$ cat config.mk
export PLATFORM = sky130hd
export DESIGN_NAME = audio_stream_endpoint_fsm_flat
export DESIGN_NICKNAME = d
export VERILOG_FILES = /design/src/rtl/core/ase_fsm_pkg.sv /design/src/rtl/core/ase_cmd_if.sv /design/src/rtl/core/ase_res_if.sv /design/src/rtl/core/audio_stream_endpoint_fsm.sv /design/src/flat_wrapper.sv
export VERILOG_INCLUDE_DIRS = /design/src /design/src/rtl/core
export SDC_FILE = /design/constraint.sdc
export NUM_CORES = 1
export LEC_CHECK = 0
export BUFFER_PORTS_ARGS = -buffer_cell sky130_fd_sc_hd__buf_4
export CAP_MARGIN = 20
export CORE_MARGIN = 8
export CORE_UTILIZATION = 41
export CTS_BUF_LIST = sky130_fd_sc_hd__clkbuf_16
export CTS_CLUSTER_DIAMETER = 150
export DETAILED_ROUTE_END_ITERATION = 16
export GPL_ROUTABILITY_DRIVEN = 0
export GPL_TIMING_DRIVEN = 0
export HOLD_SLACK_MARGIN = 0.06
export SLEW_MARGIN = 20
export SYNTH_ARGS = -nofsm -noshare
export SYNTH_HDL_FRONTEND = slang
export SYNTH_SLANG_ARGS = --single-unit
$ cat constraint.sdc
create_clock -name clk -period 2.66 [get_ports clk]
set_clock_uncertainty 0.05 [all_clocks]
set_input_delay 0.532 -clock clk [delete_from_list [all_inputs] [get_ports clk]]
set_output_delay 0.532 -clock clk [all_outputs]
set_load 0.02 [all_outputs]
$ cat src/rtl/core/audio_stream_endpoint_fsm_macros.svh
// Assertion macros for the audio stream endpoint.
`ifndef AUDIO_STREAM_ENDPOINT_FSM_MACROS_SVH
`define AUDIO_STREAM_ENDPOINT_FSM_MACROS_SVH

`ifndef ASSERT_OFF

// Implication checked on every rising clock edge outside reset.
`define ASE_ASSERT_IMP(label, ante, cons, msg) \
    label: assert property (@(posedge clk) disable iff (!rst_n) (ante) |-> (cons)) \
        else $error(msg);

// Implication whose consequence is checked in the next cycle.
`define ASE_ASSERT_NEXT(label, ante, cons, msg) \
    label: assert property (@(posedge clk) disable iff (!rst_n) (ante) |=> (cons)) \
        else $error(msg);

`else

`define ASE_ASSERT_IMP(label, ante, cons, msg)
`define ASE_ASSERT_NEXT(label, ante, cons, msg)

`endif

`endif

$ cat src/rtl/core/ase_fsm_pkg.sv
// Types and codes shared by the audio stream endpoint files.
package ase_fsm_pkg;

    typedef enum logic [2:0] {
        ST_IDLE      = 3'd0,
        ST_CODEC     = 3'd1,
        ST_QOS       = 3'd2,
        ST_ENABLING  = 3'd3,
        ST_DISABLING = 3'd4,
        ST_STREAMING = 3'd5,
        ST_RELEASING = 3'd6
    } ase_state_t;

    typedef enum logic [3:0] {
        EV_CFG_CODEC    = 4'd0,
        EV_CFG_QOS      = 4'd1,
        EV_ENABLE       = 4'd2,
        EV_RX_START     = 4'd3,
        EV_DISABLE      = 4'd4,
        EV_RX_STOP      = 4'd5,
        EV_METADATA     = 4'd6,
        EV_RELEASE      = 4'd7,
        EV_CIS_LOST     = 4'd8,
        EV_CIS_ASSIGNED = 4'd9,
        EV_VALIDATE     = 4'd10
    } ase_event_t;

    typedef struct packed {
        logic       handled;
        ase_state_t ase_state;
        logic       notify;
        logic       codec_present;
        logic       qos_present;
        logic       path_present;
        logic       metadata_present;
        logic       last;
    } ase_result_t;

endpackage

$ cat src/rtl/core/ase_cmd_if.sv
// Handshake channel that carries one event item into the endpoint.
interface ase_cmd_if;
    logic       valid;
    logic       ready;
    logic [3:0] command;
    logic       keep_codec;

    modport source (output valid, output command, output keep_codec, input ready);
    modport sink (input valid, input command, input keep_codec, output ready);
endinterface

$ cat src/rtl/core/ase_res_if.sv
// Handshake channel that carries one result item out of the endpoint.
interface ase_res_if;
    logic       valid;
    logic       ready;
    logic       handled;
    logic [2:0] ase_state;
    logic       notify;
    logic       codec_present;
    logic       qos_present;
    logic       path_present;
    logic       metadata_present;
    logic       last;

    modport source (
        output valid, output handled, output ase_state, output notify,
        output codec_present, output qos_present, output path_present,
        output metadata_present, output last, input ready
    );
    modport sink (
        input valid, input handled, input ase_state, input notify,
        input codec_present, input qos_present, input path_present,
        input metadata_present, input last, output ready
    );
endinterface

$ cat src/rtl/core/audio_stream_endpoint_fsm.sv
// Audio stream endpoint state machine with registered result output.
//
//   channel   dir  handshake          payload
//   cmd       in   valid / ready      command[3:0], keep_codec
//   res       out  valid / ready      handled, ase_state[2:0], notify, four flags, last
//   cfg       in   cfg_wen            cfg_wdata (is_source)
//
// An event is decoded and the endpoint state updated in the cycle it is accepted;
// its result appears on res in the next cycle. One event per cycle is taken
// while cmd.ready is high. A release produces two result items and holds cmd.ready
// low while the second item waits in pend_reg behind the first in the output register.
// The output register frees itself in the cycle its item is taken, so a stalled
// res side stops cmd only while a result is still waiting. Reset returns to idle
// with all flags clear and is_source at zero.
`include "audio_stream_endpoint_fsm_macros.svh"

module audio_stream_endpoint_fsm (
    input  logic          clk,
    input  logic          rst_n,
    input  logic          cfg_wen,
    input  logic          cfg_wdata,
    ase_cmd_if.sink       cmd,
    ase_res_if.source     res
);
    import ase_fsm_pkg::*;

    logic        is_source_reg;
    ase_state_t  state_reg;
    ase_state_t  state_next;
    logic        codec_reg;
    logic        qos_reg;
    logic        path_reg;
    logic        meta_reg;
    logic        codec_next;
    logic        qos_next;
    logic        path_next;
    logic        meta_next;

    ase_result_t out_reg;
    logic        out_valid_reg;
    ase_result_t pend_reg;
    logic        pend_valid_reg;

    ase_result_t first_res;
    ase_result_t second_res;
    ase_event_t  ev;
    ase_state_t  dest;
    logic        go;
    logic        acc;
    logic        rel;
    logic        in_fire;

    assign cmd.ready = !pend_valid_reg && (!out_valid_reg || res.ready);
    assign in_fire   = cmd.valid && cmd.ready;

    always_comb
    begin
        ev         = ase_event_t'(cmd.command);
        go         = 1'b0;
        acc        = 1'b0;
        rel        = 1'b0;
        dest       = state_reg;
        codec_next = codec_reg;
        qos_next   = qos_reg;
        path_next  = path_reg;
        meta_next  = meta_reg;

        case (state_reg)
            ST_IDLE:
            begin
                if (ev == EV_CFG_CODEC)
                begin
                    codec_next = 1'b1;
                    go         = 1'b1;
                    dest       = ST_CODEC;
                end
            end
            ST_CODEC:
            begin
                if (ev == EV_CFG_CODEC)
                begin
                    codec_next = 1'b1;
                    go         = 1'b1;
                    dest       = ST_CODEC;
                end
                else if (ev == EV_CFG_QOS)
                begin
                    qos_next  = 1'b1;
                    path_next = 1'b1;
                    go        = 1'b1;
                    dest      = ST_QOS;
                end
                else if (ev == EV_RELEASE)
                begin
                    rel = 1'b1;
                end
            end
            ST_QOS:
            begin
                if (ev == EV_CFG_CODEC)
                begin
                    qos_next   = 1'b0;
                    codec_next = 1'b1;
                    go         = 1'b1;
                    dest       = ST_CODEC;
                end
                else if (ev == EV_CFG_QOS)
                begin
                    qos_next  = 1'b1;
                    path_next = 1'b1;
                    go        = 1'b1;
                    dest      = ST_QOS;
                end
                else if (ev == EV_ENABLE)
                begin
                    meta_next = 1'b1;
                    go        = 1'b1;
                    dest      = ST_ENABLING;
                end
                else if (ev == EV_RELEASE)
                begin
                    rel = 1'b1;
                end
                else if (ev == EV_CIS_LOST || ev == EV_VALIDATE)
                begin
                    acc = 1'b1;
                end
            end
            ST_ENABLING, ST_STREAMING:
            begin
                if (ev == EV_DISABLE)
                begin
                    go   = 1'b1;
                    dest = is_source_reg ? ST_DISABLING : ST_QOS;
                end
                else if (ev == EV_METADATA)
                begin
                    meta_next = 1'b1;
                    go        = 1'b1;
                    dest      = state_reg;
                end
                else if (ev == EV_CIS_LOST)
                begin
                    go   = 1'b1;
                    dest = ST_QOS;
                end
                else if (ev == EV_RELEASE)
                begin
                    rel = 1'b1;
                end
                else if (state_reg == ST_ENABLING && ev == EV_RX_START)
                begin
                    go   = 1'b1;
                    dest = ST_STREAMING;
                end
                else if (state_reg == ST_ENABLING && ev == EV_CIS_ASSIGNED)
                begin
                    acc = 1'b1;
                end
            end
            ST_DISABLING:
            begin
                if (ev == EV_RX_STOP || ev == EV_CIS_LOST)
                begin
                    go   = 1'b1;
                    dest = ST_QOS;
                end
                else if (ev == EV_RELEASE)
                begin
                    rel = 1'b1;
                end
            end
            default:
            begin
                go = 1'b0;
            end
        endcase

        // Leaving disabling drops the data path; entering QoS configured drops metadata.
        if (go)
        begin
            if (state_reg == ST_DISABLING)
            begin
                path_next = 1'b0;
            end
            if (dest == ST_QOS)
            begin
                meta_next = 1'b0;
            end
        end

        // Release passes through releasing and lands at once in its final state.
        if (rel)
        begin
            if (!cmd.keep_codec)
            begin
                codec_next = 1'b0;
            end
            qos_next  = 1'b0;
            path_next = 1'b0;
            meta_next = 1'b0;
            dest      = codec_next ? ST_CODEC : ST_IDLE;
        end

        state_next = (go || rel) ? dest : state_reg;

        first_res.handled          = go || acc || rel;
        first_res.ase_state        = rel ? ST_RELEASING : state_next;
        first_res.notify           = go || rel;
        first_res.codec_present    = codec_next;
        first_res.qos_present      = qos_next;
        first_res.path_present     = path_next;
        first_res.metadata_present = meta_next;
        first_res.last             = !rel;

        second_res.handled          = 1'b1;
        second_res.ase_state        = dest;
        second_res.notify           = 1'b1;
        second_res.codec_present    = codec_next;
        second_res.qos_present      = qos_next;
        second_res.path_present     = path_next;
        second_res.metadata_present = meta_next;
        second_res.last             = 1'b1;
    end

    always_ff @(posedge clk or negedge rst_n)
    begin
        if (!rst_n)
        begin
            is_source_reg  <= 1'b0;
            state_reg      <= ST_IDLE;
            codec_reg      <= 1'b0;
            qos_reg        <= 1'b0;
            path_reg       <= 1'b0;
            meta_reg       <= 1'b0;
            out_valid_reg  <= 1'b0;
            pend_valid_reg <= 1'b0;
            out_reg        <= '0;
            pend_reg       <= '0;
        end
        else
        begin
            if (cfg_wen)
            begin
                is_source_reg <= cfg_wdata;
            end

            if (in_fire)
            begin
                state_reg      <= state_next;
                codec_reg      <= codec_next;
                qos_reg        <= qos_next;
                path_reg       <= path_next;
                meta_reg       <= meta_next;
                out_reg        <= first_res;
                out_valid_reg  <= 1'b1;
                pend_reg       <= second_res;
                pend_valid_reg <= rel;
            end
            else if (out_valid_reg && res.ready)
            begin
                if (pend_valid_reg)
                begin
                    out_reg        <= pend_reg;
                    pend_valid_reg <= 1'b0;
                end
                else
                begin
                    out_valid_reg <= 1'b0;
                end
            end
        end
    end

    assign res.valid            = out_valid_reg;
    assign res.handled          = out_reg.handled;
    assign res.ase_state        = out_reg.ase_state;
    assign res.notify           = out_reg.notify;
    assign res.codec_present    = out_reg.codec_present;
    assign res.qos_present      = out_reg.qos_present;
    assign res.path_present     = out_reg.path_present;
    assign res.metadata_present = out_reg.metadata_present;
    assign res.last             = out_reg.last;

    `ASE_ASSERT_IMP(a_pend_behind_out, pend_valid_reg, out_valid_reg, "pending item without output item")
    `ASE_ASSERT_IMP(a_not_last_has_pend, out_valid_reg && !out_reg.last, pend_valid_reg, "first release item without its second")
    `ASE_ASSERT_IMP(a_pend_final_state, pend_valid_reg, pend_reg.last && (pend_reg.ase_state == ST_CODEC || pend_reg.ase_state == ST_IDLE), "bad second release item")
    `ASE_ASSERT_NEXT(a_release_queues_two, in_fire && rel, pend_valid_reg && out_valid_reg, "release did not queue two items")
    `ASE_ASSERT_IMP(a_no_held_releasing, 1'b1, state_reg != ST_RELEASING, "releasing state was kept")

endmodule

$ cat src/flat_wrapper.sv
// flat-port wrapper written by rule: the top's interface ports become plain ports
module audio_stream_endpoint_fsm_flat import ase_fsm_pkg::*;
  (clk, rst_n, cfg_wen, cfg_wdata, cmd_valid, cmd_command, cmd_keep_codec, cmd_ready, res_valid, res_handled, res_ase_state, res_notify, res_codec_present, res_qos_present, res_path_present, res_metadata_present, res_last, res_ready);
  ase_cmd_if cmd_i ();
  ase_res_if res_i ();
  input  logic clk;
  input  logic rst_n;
  input  logic cfg_wen;
  input  logic cfg_wdata;
  input wire logic [$bits(cmd_i.valid)-1:0] cmd_valid;
  input wire logic [$bits(cmd_i.command)-1:0] cmd_command;
  input wire logic [$bits(cmd_i.keep_codec)-1:0] cmd_keep_codec;
  output wire logic [$bits(cmd_i.ready)-1:0] cmd_ready;
  output wire logic [$bits(res_i.valid)-1:0] res_valid;
  output wire logic [$bits(res_i.handled)-1:0] res_handled;
  output wire logic [$bits(res_i.ase_state)-1:0] res_ase_state;
  output wire logic [$bits(res_i.notify)-1:0] res_notify;
  output wire logic [$bits(res_i.codec_present)-1:0] res_codec_present;
  output wire logic [$bits(res_i.qos_present)-1:0] res_qos_present;
  output wire logic [$bits(res_i.path_present)-1:0] res_path_present;
  output wire logic [$bits(res_i.metadata_present)-1:0] res_metadata_present;
  output wire logic [$bits(res_i.last)-1:0] res_last;
  input wire logic [$bits(res_i.ready)-1:0] res_ready;
  assign cmd_i.valid = cmd_valid;
  assign cmd_i.command = cmd_command;
  assign cmd_i.keep_codec = cmd_keep_codec;
  assign cmd_ready = cmd_i.ready;
  assign res_valid = res_i.valid;
  assign res_handled = res_i.handled;
  assign res_ase_state = res_i.ase_state;
  assign res_notify = res_i.notify;
  assign res_codec_present = res_i.codec_present;
  assign res_qos_present = res_i.qos_present;
  assign res_path_present = res_i.path_present;
  assign res_metadata_present = res_i.metadata_present;
  assign res_last = res_i.last;
  assign res_i.ready = res_ready;
  audio_stream_endpoint_fsm u_core (.clk(clk), .rst_n(rst_n), .cfg_wen(cfg_wen), .cfg_wdata(cfg_wdata), .cmd(cmd_i), .res(res_i));
endmodule
# After elaboration in Yosys (flattened, before gate mapping)
# Cells that the tools add are included.
[totals]
regBits = 24
elab_cells = 145
[classes]
n_eq_ne = 17
muxes = 87
reduce_logical = 23
[ops]
columns = ["operator", "count"]
rows = [
  ["$mux 1", 62],
  ["$mux 3", 16],
  ["$mux 10", 3],
  ["$eq 4x3->1 const B", 4],
  ["$pmux 3 s5", 1],
  ["$eq 4x4->1 const B", 3],
  ["$eq 3x2->1 const B", 3],
  ["$eq 4x2->1 const B", 2],
  ["$eq 3x3->1 const B", 2],
  ["$logic_or 1x1->1", 6],
  ["$pmux 1 s2", 3],
  ["$logic_and 1x1->1", 5],
  ["$pmux 1 s5", 1],
  ["$eq 4x1->1 const B", 1],
  ["$logic_not 4->1", 1],
  ["$pmux 1 s4", 1],
  ["$reduce_and 2->1", 2],
  ["$reduce_bool 2->1", 2],
  ["$reduce_or 2->1", 2],
  ["$eq 3x1->1 const B", 1],
  ["$logic_not 1->1", 3],
  ["$logic_not 3->1", 1],
  ["$reduce_or 3->1", 1],
  ["$ne 2x2->1 const B", 1],
]

# Logic depth before layout (Yosys ltp)
# Gate-level depths: netlist (run 1).
[logic_depth]
word_depth = 13
ltp_mapped = 8
depth_no_buf = 6

# Least setup slack after synthesis (run 1)
# OpenSTA, ideal clock, no wires.
[synth_path]
kind = "input -> register"
startpoint = "input port cmd_command[3]"
endpoint = "register u_core.state_reg[0]"
setup_time_ns = 0.125
arrival_ns = 1.924
slack_ns = 0.562
path_stages = 6
n_path_buf = 1
cell_sequence = "nand2b_1 > or4b_1 > buf_2 > nor3b_2 > nor2_1 > mux2_2"
[synth_between]
elab_chain_len = 10
[synth_lines]
columns = ["item", "line_no", "text"]
rows = [
  ["start, declared", "flat_wrapper.sv:11", "input wire logic [$bits(cmd_i.command)-1:0] cmd_command;"],
  ["$eq 4x2->1", "audio_stream_endpoint_fsm.sv:151", "else if (state_reg == ST_ENABLING && ev == EV_RX_START)"],
  ["$logic_and 1x1->1", "audio_stream_endpoint_fsm.sv:151", ""],
  ["$mux 3 or $mux 1 (tied branches)", "audio_stream_endpoint_fsm.sv:151", ""],
  ["$mux 3 or $mux 1 (tied branches)", "audio_stream_endpoint_fsm.sv:147", "else if (ev == EV_RELEASE)"],
  ["$mux 3 or $mux 1 (tied branches)", "audio_stream_endpoint_fsm.sv:142", "else if (ev == EV_CIS_LOST)"],
  ["$mux 3 or $mux 1 (tied branches)", "audio_stream_endpoint_fsm.sv:136", "else if (ev == EV_METADATA)"],
  ["$mux 3 or $mux 1 (tied branches)", "audio_stream_endpoint_fsm.sv:131", "if (ev == EV_DISABLE)"],
  ["$pmux 3 s5 or $pmux 1 s5 (tied branches)", "audio_stream_endpoint_fsm.sv:68", "case (state_reg)"],
  ["$mux 3 or $logic_or 1x1->1 (tied branches)", "audio_stream_endpoint_fsm.sv:193, audio_stream_endpoint_fsm.sv:205", ""],
  ["$mux 3 *", "audio_stream_endpoint_fsm.sv:205", "state_next = (go || rel) ? dest : state_reg;"],
  ["end signal, assigned", "audio_stream_endpoint_fsm.sv:250", "state_reg <= state_next;"],
  ["end, declared", "audio_stream_endpoint_fsm.sv:28", "ase_state_t state_reg;"],
]
# Mark *: on every way between the ends. The rest lies on a longest branch, timed or not. The select of a mux whose other input is x is not followed.
# A chain may end at the register's enable or synchronous reset.

# Worst setup path after layout (run 1)
# Ends and elaborated chain as after synthesis.

==> key figures, run 1 <==
Clock tree
  – Post_cts resized: 0
  – Setup Buffers After CTS: 0
  – Clock Tree Root: clkbuf_16
  – Post-CTS Hold Buffers: 0
  – Sink Count: 24
  – Max H-tree Level: 1
  – Worst-skew pair later-pin latency: 0.25 ns
  – Num CTS Buffers: 3
  – CTS max path bufs: 2
  – Clock transition at path regs: 0.06 ns
  – CTS tree: built

GRT
  – First-pass GRT wire length: 6430 um
  – Gr ovfl total: 0
  – Initial antenna violation count: 0
  – Vias in the first global route: 1395
  – Overall Global Routing Usage: 0.129
  – Largest net degree at the start of global routing: 25

Floorplan
  – Die Y: 76.5 um
  – Site row count: 22
  – Top Ports: 23
  – Initial Util: 0.417
  – Core Area: between 3000 and 4000 um2
  – DIE AREA: 5860 um2
  – Die Width: 76.5 um

Critical path
  – RR Startpoint: u_core.state_reg[2]
  – CP cell instances: buf_4 -> buf_2 -> nor3_1 -> a32oi_1 -> o21ai_1 -> nor3b_2 -> nor2_1 -> mux2_2
  – CP max-delay cell: nor3_1
  – R2R depth: 7
  – Crit path kind: input pin to flop
  – Worst Path Required: 2.75 ns
  – R2R setup slack: between 0.5 and 0.6 ns
  – Slowest cell delay on critical path: 0.40 ns
  – CP endpoint kind: flop
  – FF-to-FF End: u_core.state_reg[0]
  – CP max FO: 10
  – CP Data Arrival Time: 2.20 ns
  – Startpoint Class: input pin

Synth
  – Asr flop ratio synth: 1.00
  – Area share of the largest cell type after synthesis: 0.400
  – Post-Syn Instances: 176
  – Cell taking the most area after synthesis: dfrtp_1
  – EDFF count, synth: 0
  – Register bit total from synthesis: 24
  – Syn_area_per_cell: approximately 8.5 um2
  – Syn nets: 187
  – Synth warn: 0
  – Area contributors post-synth: dfrtp_1 40%, nand2_1 7.2%, nor2_1 3.2%
  – Ys flop type: dfrtp_1
  – Seq/Total Area, Yosys: 0.400
  – Cell area after synthesis: 1500 um2
  – Yosys cell types: 48

Routing
  – DRC viols: 0
  – DR WL/cell: roughly 15 um
  – Drt total wl: ~3700 um
  – DR pass1 iterations: 4
  – Post-DR vias/cell: 5.53
  – DRT antenna net count: 0
  – Via Count: ~1400
  – DR iter-0 viols: 96

Power
  – Logic pwr share: 0.409
  – Clock power share: 0.228
  – PwrDens: 779 nW/um2
  – Lkg Pwr: 0.816 nW
  – Maximum VDD drop: approximately 0.00044 V
  – Share of power burned in registers: 0.363
  – Pwr Total: 1.41 mW
  – Switching part of the total power: 0.361
  – Net Switching: 509 uW
  – Internal power: 899 uW

Cells and area
  – Fin area: between 1500 and 2000 um2
  – Ant. Diodes: 0
  – Final nets: approximately 210
  – Max reg flops: 7
  – Finished Core Util: 0.501
  – Post-synthesis to final-layout area growth: 20.2%
  – Layout cell share with drive strength beyond 1: 0.213

Timing
  – Final Slew Violations: 0
  – RSZ-0062 raised after global routing: false
  – Max_slew headroom: 0.615
  – Min cycle time layout: 2.11 ns
  – Endpoints failing hold: 0
  – Period utilization: 0.793
  – Final setup viols: 0
  – Setup TNS: 0 ns
  – Peak Freq: 474 MHz
  – Worst-margin pin slew: around 0.58 ns
  – Final setup margin: ~0.55 ns

Place
  – Pre-CTS setup slack: 0.283 ns
  – Placed Area: 1730 um2
  – Post-DP HPWL: 2840 um
  – Number of buffers added on ports: 22

Job
  – Max_cap viols: 0

Worst hold path
  – Class of the worst hold path: input pin to async pin

Run status
  – Outcome: finished clean
==> Yosys cell counts (all sizes together), types with 2 or more instances <==
library cell / instances
nand4b: 2
buf: 10
a211oi: 2
nor2: 13
nor4: 2
o21a: 2
o211ai: 2
a21oi: 4
a31oi: 4
a21o: 4
nand2: 29
xor2: 4
clkbuf: 4
dfrtp: 24
o22ai: 3
nor3: 6
inv: 3
o31ai: 5
and3: 2
nor2b: 5
nand3: 6
nand2b: 6
nor4b: 2
or3: 2
mux2: 5
o21ai: 10
==> cells in the final DEF, fill, tap and decap left out, types with 3 or more instances in the layout <==
cell type	netlist	routed
a21o_1	4	4
a21oi_1	4	4
a31oi_1	4	4
buf_2	6	6
buf_4	2	24
clkbuf_1	3	3
clkbuf_16	0	3
dfrtp_1	24	24
inv_1	3	3
mux2_2	4	4
nand2_1	29	29
nand2b_1	6	6
nand3_1	6	6
nor2_1	13	13
nor2b_1	5	5
nor3_1	6	6
o21ai_0	8	8
o22ai_1	3	3
o31ai_1	5	5
xor2_1	4	4
==> worst max-delay path by stage <==
stage / startpoint / to / slack, ns / cells after the start
after floorplan: cmd_command[3] / u_core.state_reg[0] / 0.56 / 6
final: cmd_command[3] / u_core.state_reg[0] / 0.55 / 8
after detailed placement: cmd_command[3] / u_core.state_reg[0] / 0.28 / 8
after global placement: cmd_command[3] / u_core.state_reg[0] / 0.29 / 7
after CTS: cmd_command[3] / u_core.state_reg[0] / 0.56 / 8
after global routing: cmd_command[3] / u_core.res.metadata_present / 0.43 / 8
==> stage by stage <==
step,hold WS (ns),cells
5_1_grt,0.137,250
6_report,0.117,250
3_5_place_dp,0.404,246
2_1_floorplan,0.186,176
3_3_place_gp,0.391,246
4_1_cts,0.130,250
==> critical path, delay by kind of cell <==
kind                   cells  cell delay [ns]
AND/OR/NAND/NOR            3             0.63
multiplexers               1             0.34
AO/OA/AOI/OAI              2             0.39
buffers and inverters      2             0.30
==> power by group through the flow <==
stage	sequential, mW	clock [mW]	combinational [mW]
after global placement	0.513	0	0.570
after CTS	0.511	0.329	0.580
final	0.511	0.320	0.576
after detailed placement	0.518	0	0.577
after global routing	0.522	0.351	0.633
after floorplan	0.572	0	0.326
==> layout make-up <==
type,count,area (um2)
tap,48,60.1
clock buffer,3,75.1
fill,363,1800
timing repair buffer,22,165
sequential,24,601
multi-input combinational,135,822
buffer,14,68.8
inverter,3,11.3
clock inverter,1,3.75
==> logic make-up (layout without fill, tap and decap cells) <==
family                    count (synthesis)  after routing  share of synthesized area
and+or+nand+nor                          82             82                      0.282
buffers and inverters                    17             43                     0.0533
AOI/OAI and AO/OA                        44             44                      0.202
muxes                                     5              5                     0.0400
DFF                                      24             24                      0.400
xor gates and xnor gates                  4              4                     0.0233
==> layer usage <==
metal	wire (um)	global-route usage	part of all wire
met5	0	0	0
met4	30	0.0365	0.0080
met3	150	0.0377	0.040
met2	1860	0.213	0.50
met1	1690	0.158	0.45
Power figures use the tool's default switching activity.
==> run 2, diff against run 1 <==
- clock period: 2.66 -> 1.9 ns (I/O delays scaled with it)
==> key figures, run 2 (same netlist as run 1, synthesis figures left out) <==
Routing
  – Drt total wl: 4270 um (+15%)
  – Via Count: 1473 (+6.6%)
  – DR iter-0 viols: 69 (-28%)
  – Post-DR vias/cell: 5.71 (+3.3%)
  – DRC viols: 0 (unchanged)
  – DR WL/cell: 16.6 um (+11%)
  – DR pass1 iterations: 4 (unchanged)
  – DRT antenna net count: 0 (unchanged)

Floorplan
  – Core Area: 3610 um2 (unchanged)
  – Die Width: 76.5 um (unchanged)
  – Top Ports: 23 (unchanged)
  – Initial Util: 0.417 (unchanged)
  – DIE AREA: 5860 um2 (unchanged)
  – Site row count: 22 (unchanged)
  – Die Y: 76.5 um (unchanged)

GRT
  – Vias in the first global route: 1479 (+6.0%)
  – Largest net degree at the start of global routing: 25 (unchanged)
  – Overall Global Routing Usage: 0.145 (+0.0159)
  – Initial antenna violation count: 0 (unchanged)
  – Gr ovfl total: 0 (unchanged)
  – First-pass GRT wire length: 7160 um (+11%)

Job
  – Max_cap viols: 0 (unchanged)

Clock tree
  – Max H-tree Level: 1 (unchanged)
  – Num CTS Buffers: 3 (unchanged)
  – Sink Count: 24 (unchanged)
  – Clock transition at path regs: 0.06 ns (about the same)
  – Clock Tree Root: clkbuf_16
  – CTS max path bufs: 2 (unchanged)
  – CTS tree: built
  – Worst-skew pair later-pin latency: 0.26 ns (about the same)

Cells and area
  – Most common cell after layout, fill and taps aside: buf_4
  – Post-synthesis to final-layout area growth: 37.6%
  – Commonest cells after routing, fill and taps aside: 33 x buf_4, 28 x nand2_1, 22 x dfrtp_1, 10 x nor2_1, 8 x o21ai_0
  – Max reg flops: 7 (unchanged)
  – Ant. Diodes: 0 (unchanged)
  – Layout cell share with drive strength beyond 1: 0.386 (+0.173)
  – Final nets: 222 (+3.7%)

Power
  – Maximum VDD drop: 0.000416 V (-5.9%)
  – Logic pwr share: 0.448 (+0.039)
  – Lkg Pwr: 0.922 nW (+13%)
  – Switching part of the total power: 0.367 (+0.00521)
  – PwrDens: 1050 nW/um2 (+35%)
  – Pwr Total: 2.17 mW (+54%)
  – Net Switching: 796 uW (+57%)
  – Internal power: 1.38 mW (+53%)
  – Share of power burned in registers: 0.341 (-0.022)
  – Clock power share: 0.211 (-0.017)

Place
  – Number of buffers added on ports: 22 (unchanged)
  – Post-DP HPWL: 3110 um (+9.7%)
  – Pre-CTS setup slack: -0.397 ns (-0.679 ns)

Timing
  – Peak Freq: 512 MHz
  – Worst-margin pin slew: 0.469 ns (-0.106 ns)
  – Final setup viols: 5 (+5)
  – Final setup margin: -0.0539 ns (-0.603 ns)
  – Final Slew Violations: 0 (unchanged)
  – Endpoints failing hold: 0 (unchanged)
  – RSZ-0062 raised after global routing: true
  – Min cycle time layout: a little under 2 ns
  – Max_slew headroom: 0.683 (+0.0679)
  – Period utilization: 1.03

Run status
  – Outcome: finished with violations
  – Violations in the final reports: setup timing

Worst hold path
  – Hold Crit Depth: 2
  – Class of the worst hold path: input pin to flop

Critical path
  – Crit path kind: flop to flop
  – CP Data Arrival Time: 2.05 ns (-0.15 ns)
  – Worst Path Required: 1.99 ns (-0.76 ns)
  – R2R depth: 6 (-1)
  – CP max FO: 7 (-3)
  – Startpoint Class: flop
  – CP endpoint kind: flop
-- run 2: changes by cell type in the layout (fill, tap and decap cells not counted), sizes merged --
| cell | change |
|---|---|
| dlygate4sd3 | +1 |
| buf | +9 |
| clkbuf | -2 |
-- run 2: power by group through the flow --
stage	clock [mW]	combinational, mW	sequential, mW
after floorplan	0	0.472	0.800
after global placement	0	0.811	0.718
after detailed placement	0	0.826	0.730
after CTS	0.461	0.911	0.739
after global routing	0.482	1.05	0.758
final	0.458	0.973	0.741
-- run 2: path summary, 6_finish.rpt --
kind	start	end	slack [ns]
setup / recovery	u_core.state_reg[0]	u_core.res.path_present	-0.05
hold / removal	cfg_wdata	u_core.is_source_reg	0.30
setup reg to reg	u_core.state_reg[0]	u_core.res.path_present	-0.05
hold reg to reg	u_core.pend_reg[6]	u_core.pend_reg[6]	0.41
max in group asynchronous	rst_n	u_core.state_reg[2]	1.03
min in group asynchronous	rst_n	u_core.pend_valid_reg	0.51
-- run 2: layout make-up --
type / instances / area (um2)
fill: 347 / 1540
multi-input combinational: 135 / 986
sequential: 24 / 603
timing repair buffer: 34 / 262
clock buffer: 3 / 75.1
buffer: 10 / 66.3
tap: 48 / 60.1
inverter: 3 / 11.3
clock inverter: 1 / 3.75
-- run 2: critical path, cell delays in order, from the launching register on --
cell	delay [ns]
dfrtp_1	0.40
buf_4	0.13
nor3_2	0.03
or4b_4	0.59
buf_6	0.15
a22o_1	0.20
mux2_4	0.27
-- run 2: repair_timing --
item	CTS	global route
gates resized for setup	23	16
hold endpoints to repair	24	0
pin swaps	6	5
hold buffers	1	0
endpoints found under the setup margin	15	17
setup buffers	9	2
-- run 2: metrics by stage --
stage / cells / hold slack (ns) / area, um2 / util / TNS, ns
3_5_place_dp: 246 / 0.248 / 1760 / 0.487 / -2.82
6_report: 258 / 0.305 / 2070 / 0.573 / -0.158
3_3_place_gp: 246 / 0.240 / 1760 / 0.487 / -2.18
2_1_floorplan: 176 / 0.0344 / 1530 / - / -0.0179
5_1_grt: 258 / 0.315 / 2070 / 0.573 / -0.560
4_1_cts: 258 / 0.309 / 1990 / 0.553 / -0.125
-- run 2: per-layer routing --
| layer | wire length (um) | part of all wire | vias to the layer above | global-route usage |
|---|---|---|---|---|
| met5 | 0 | 0 | - | 0 |
| met2 | 2120 | 0.50 | 48 | 0.250 |
| met3 | 225 | 0.053 | 5 | 0.0236 |
| met4 | 55 | 0.013 | 0 | 0.0558 |
| li1 | - | - | 699 | - |
| met1 | 1880 | 0.44 | 721 | 0.174 |
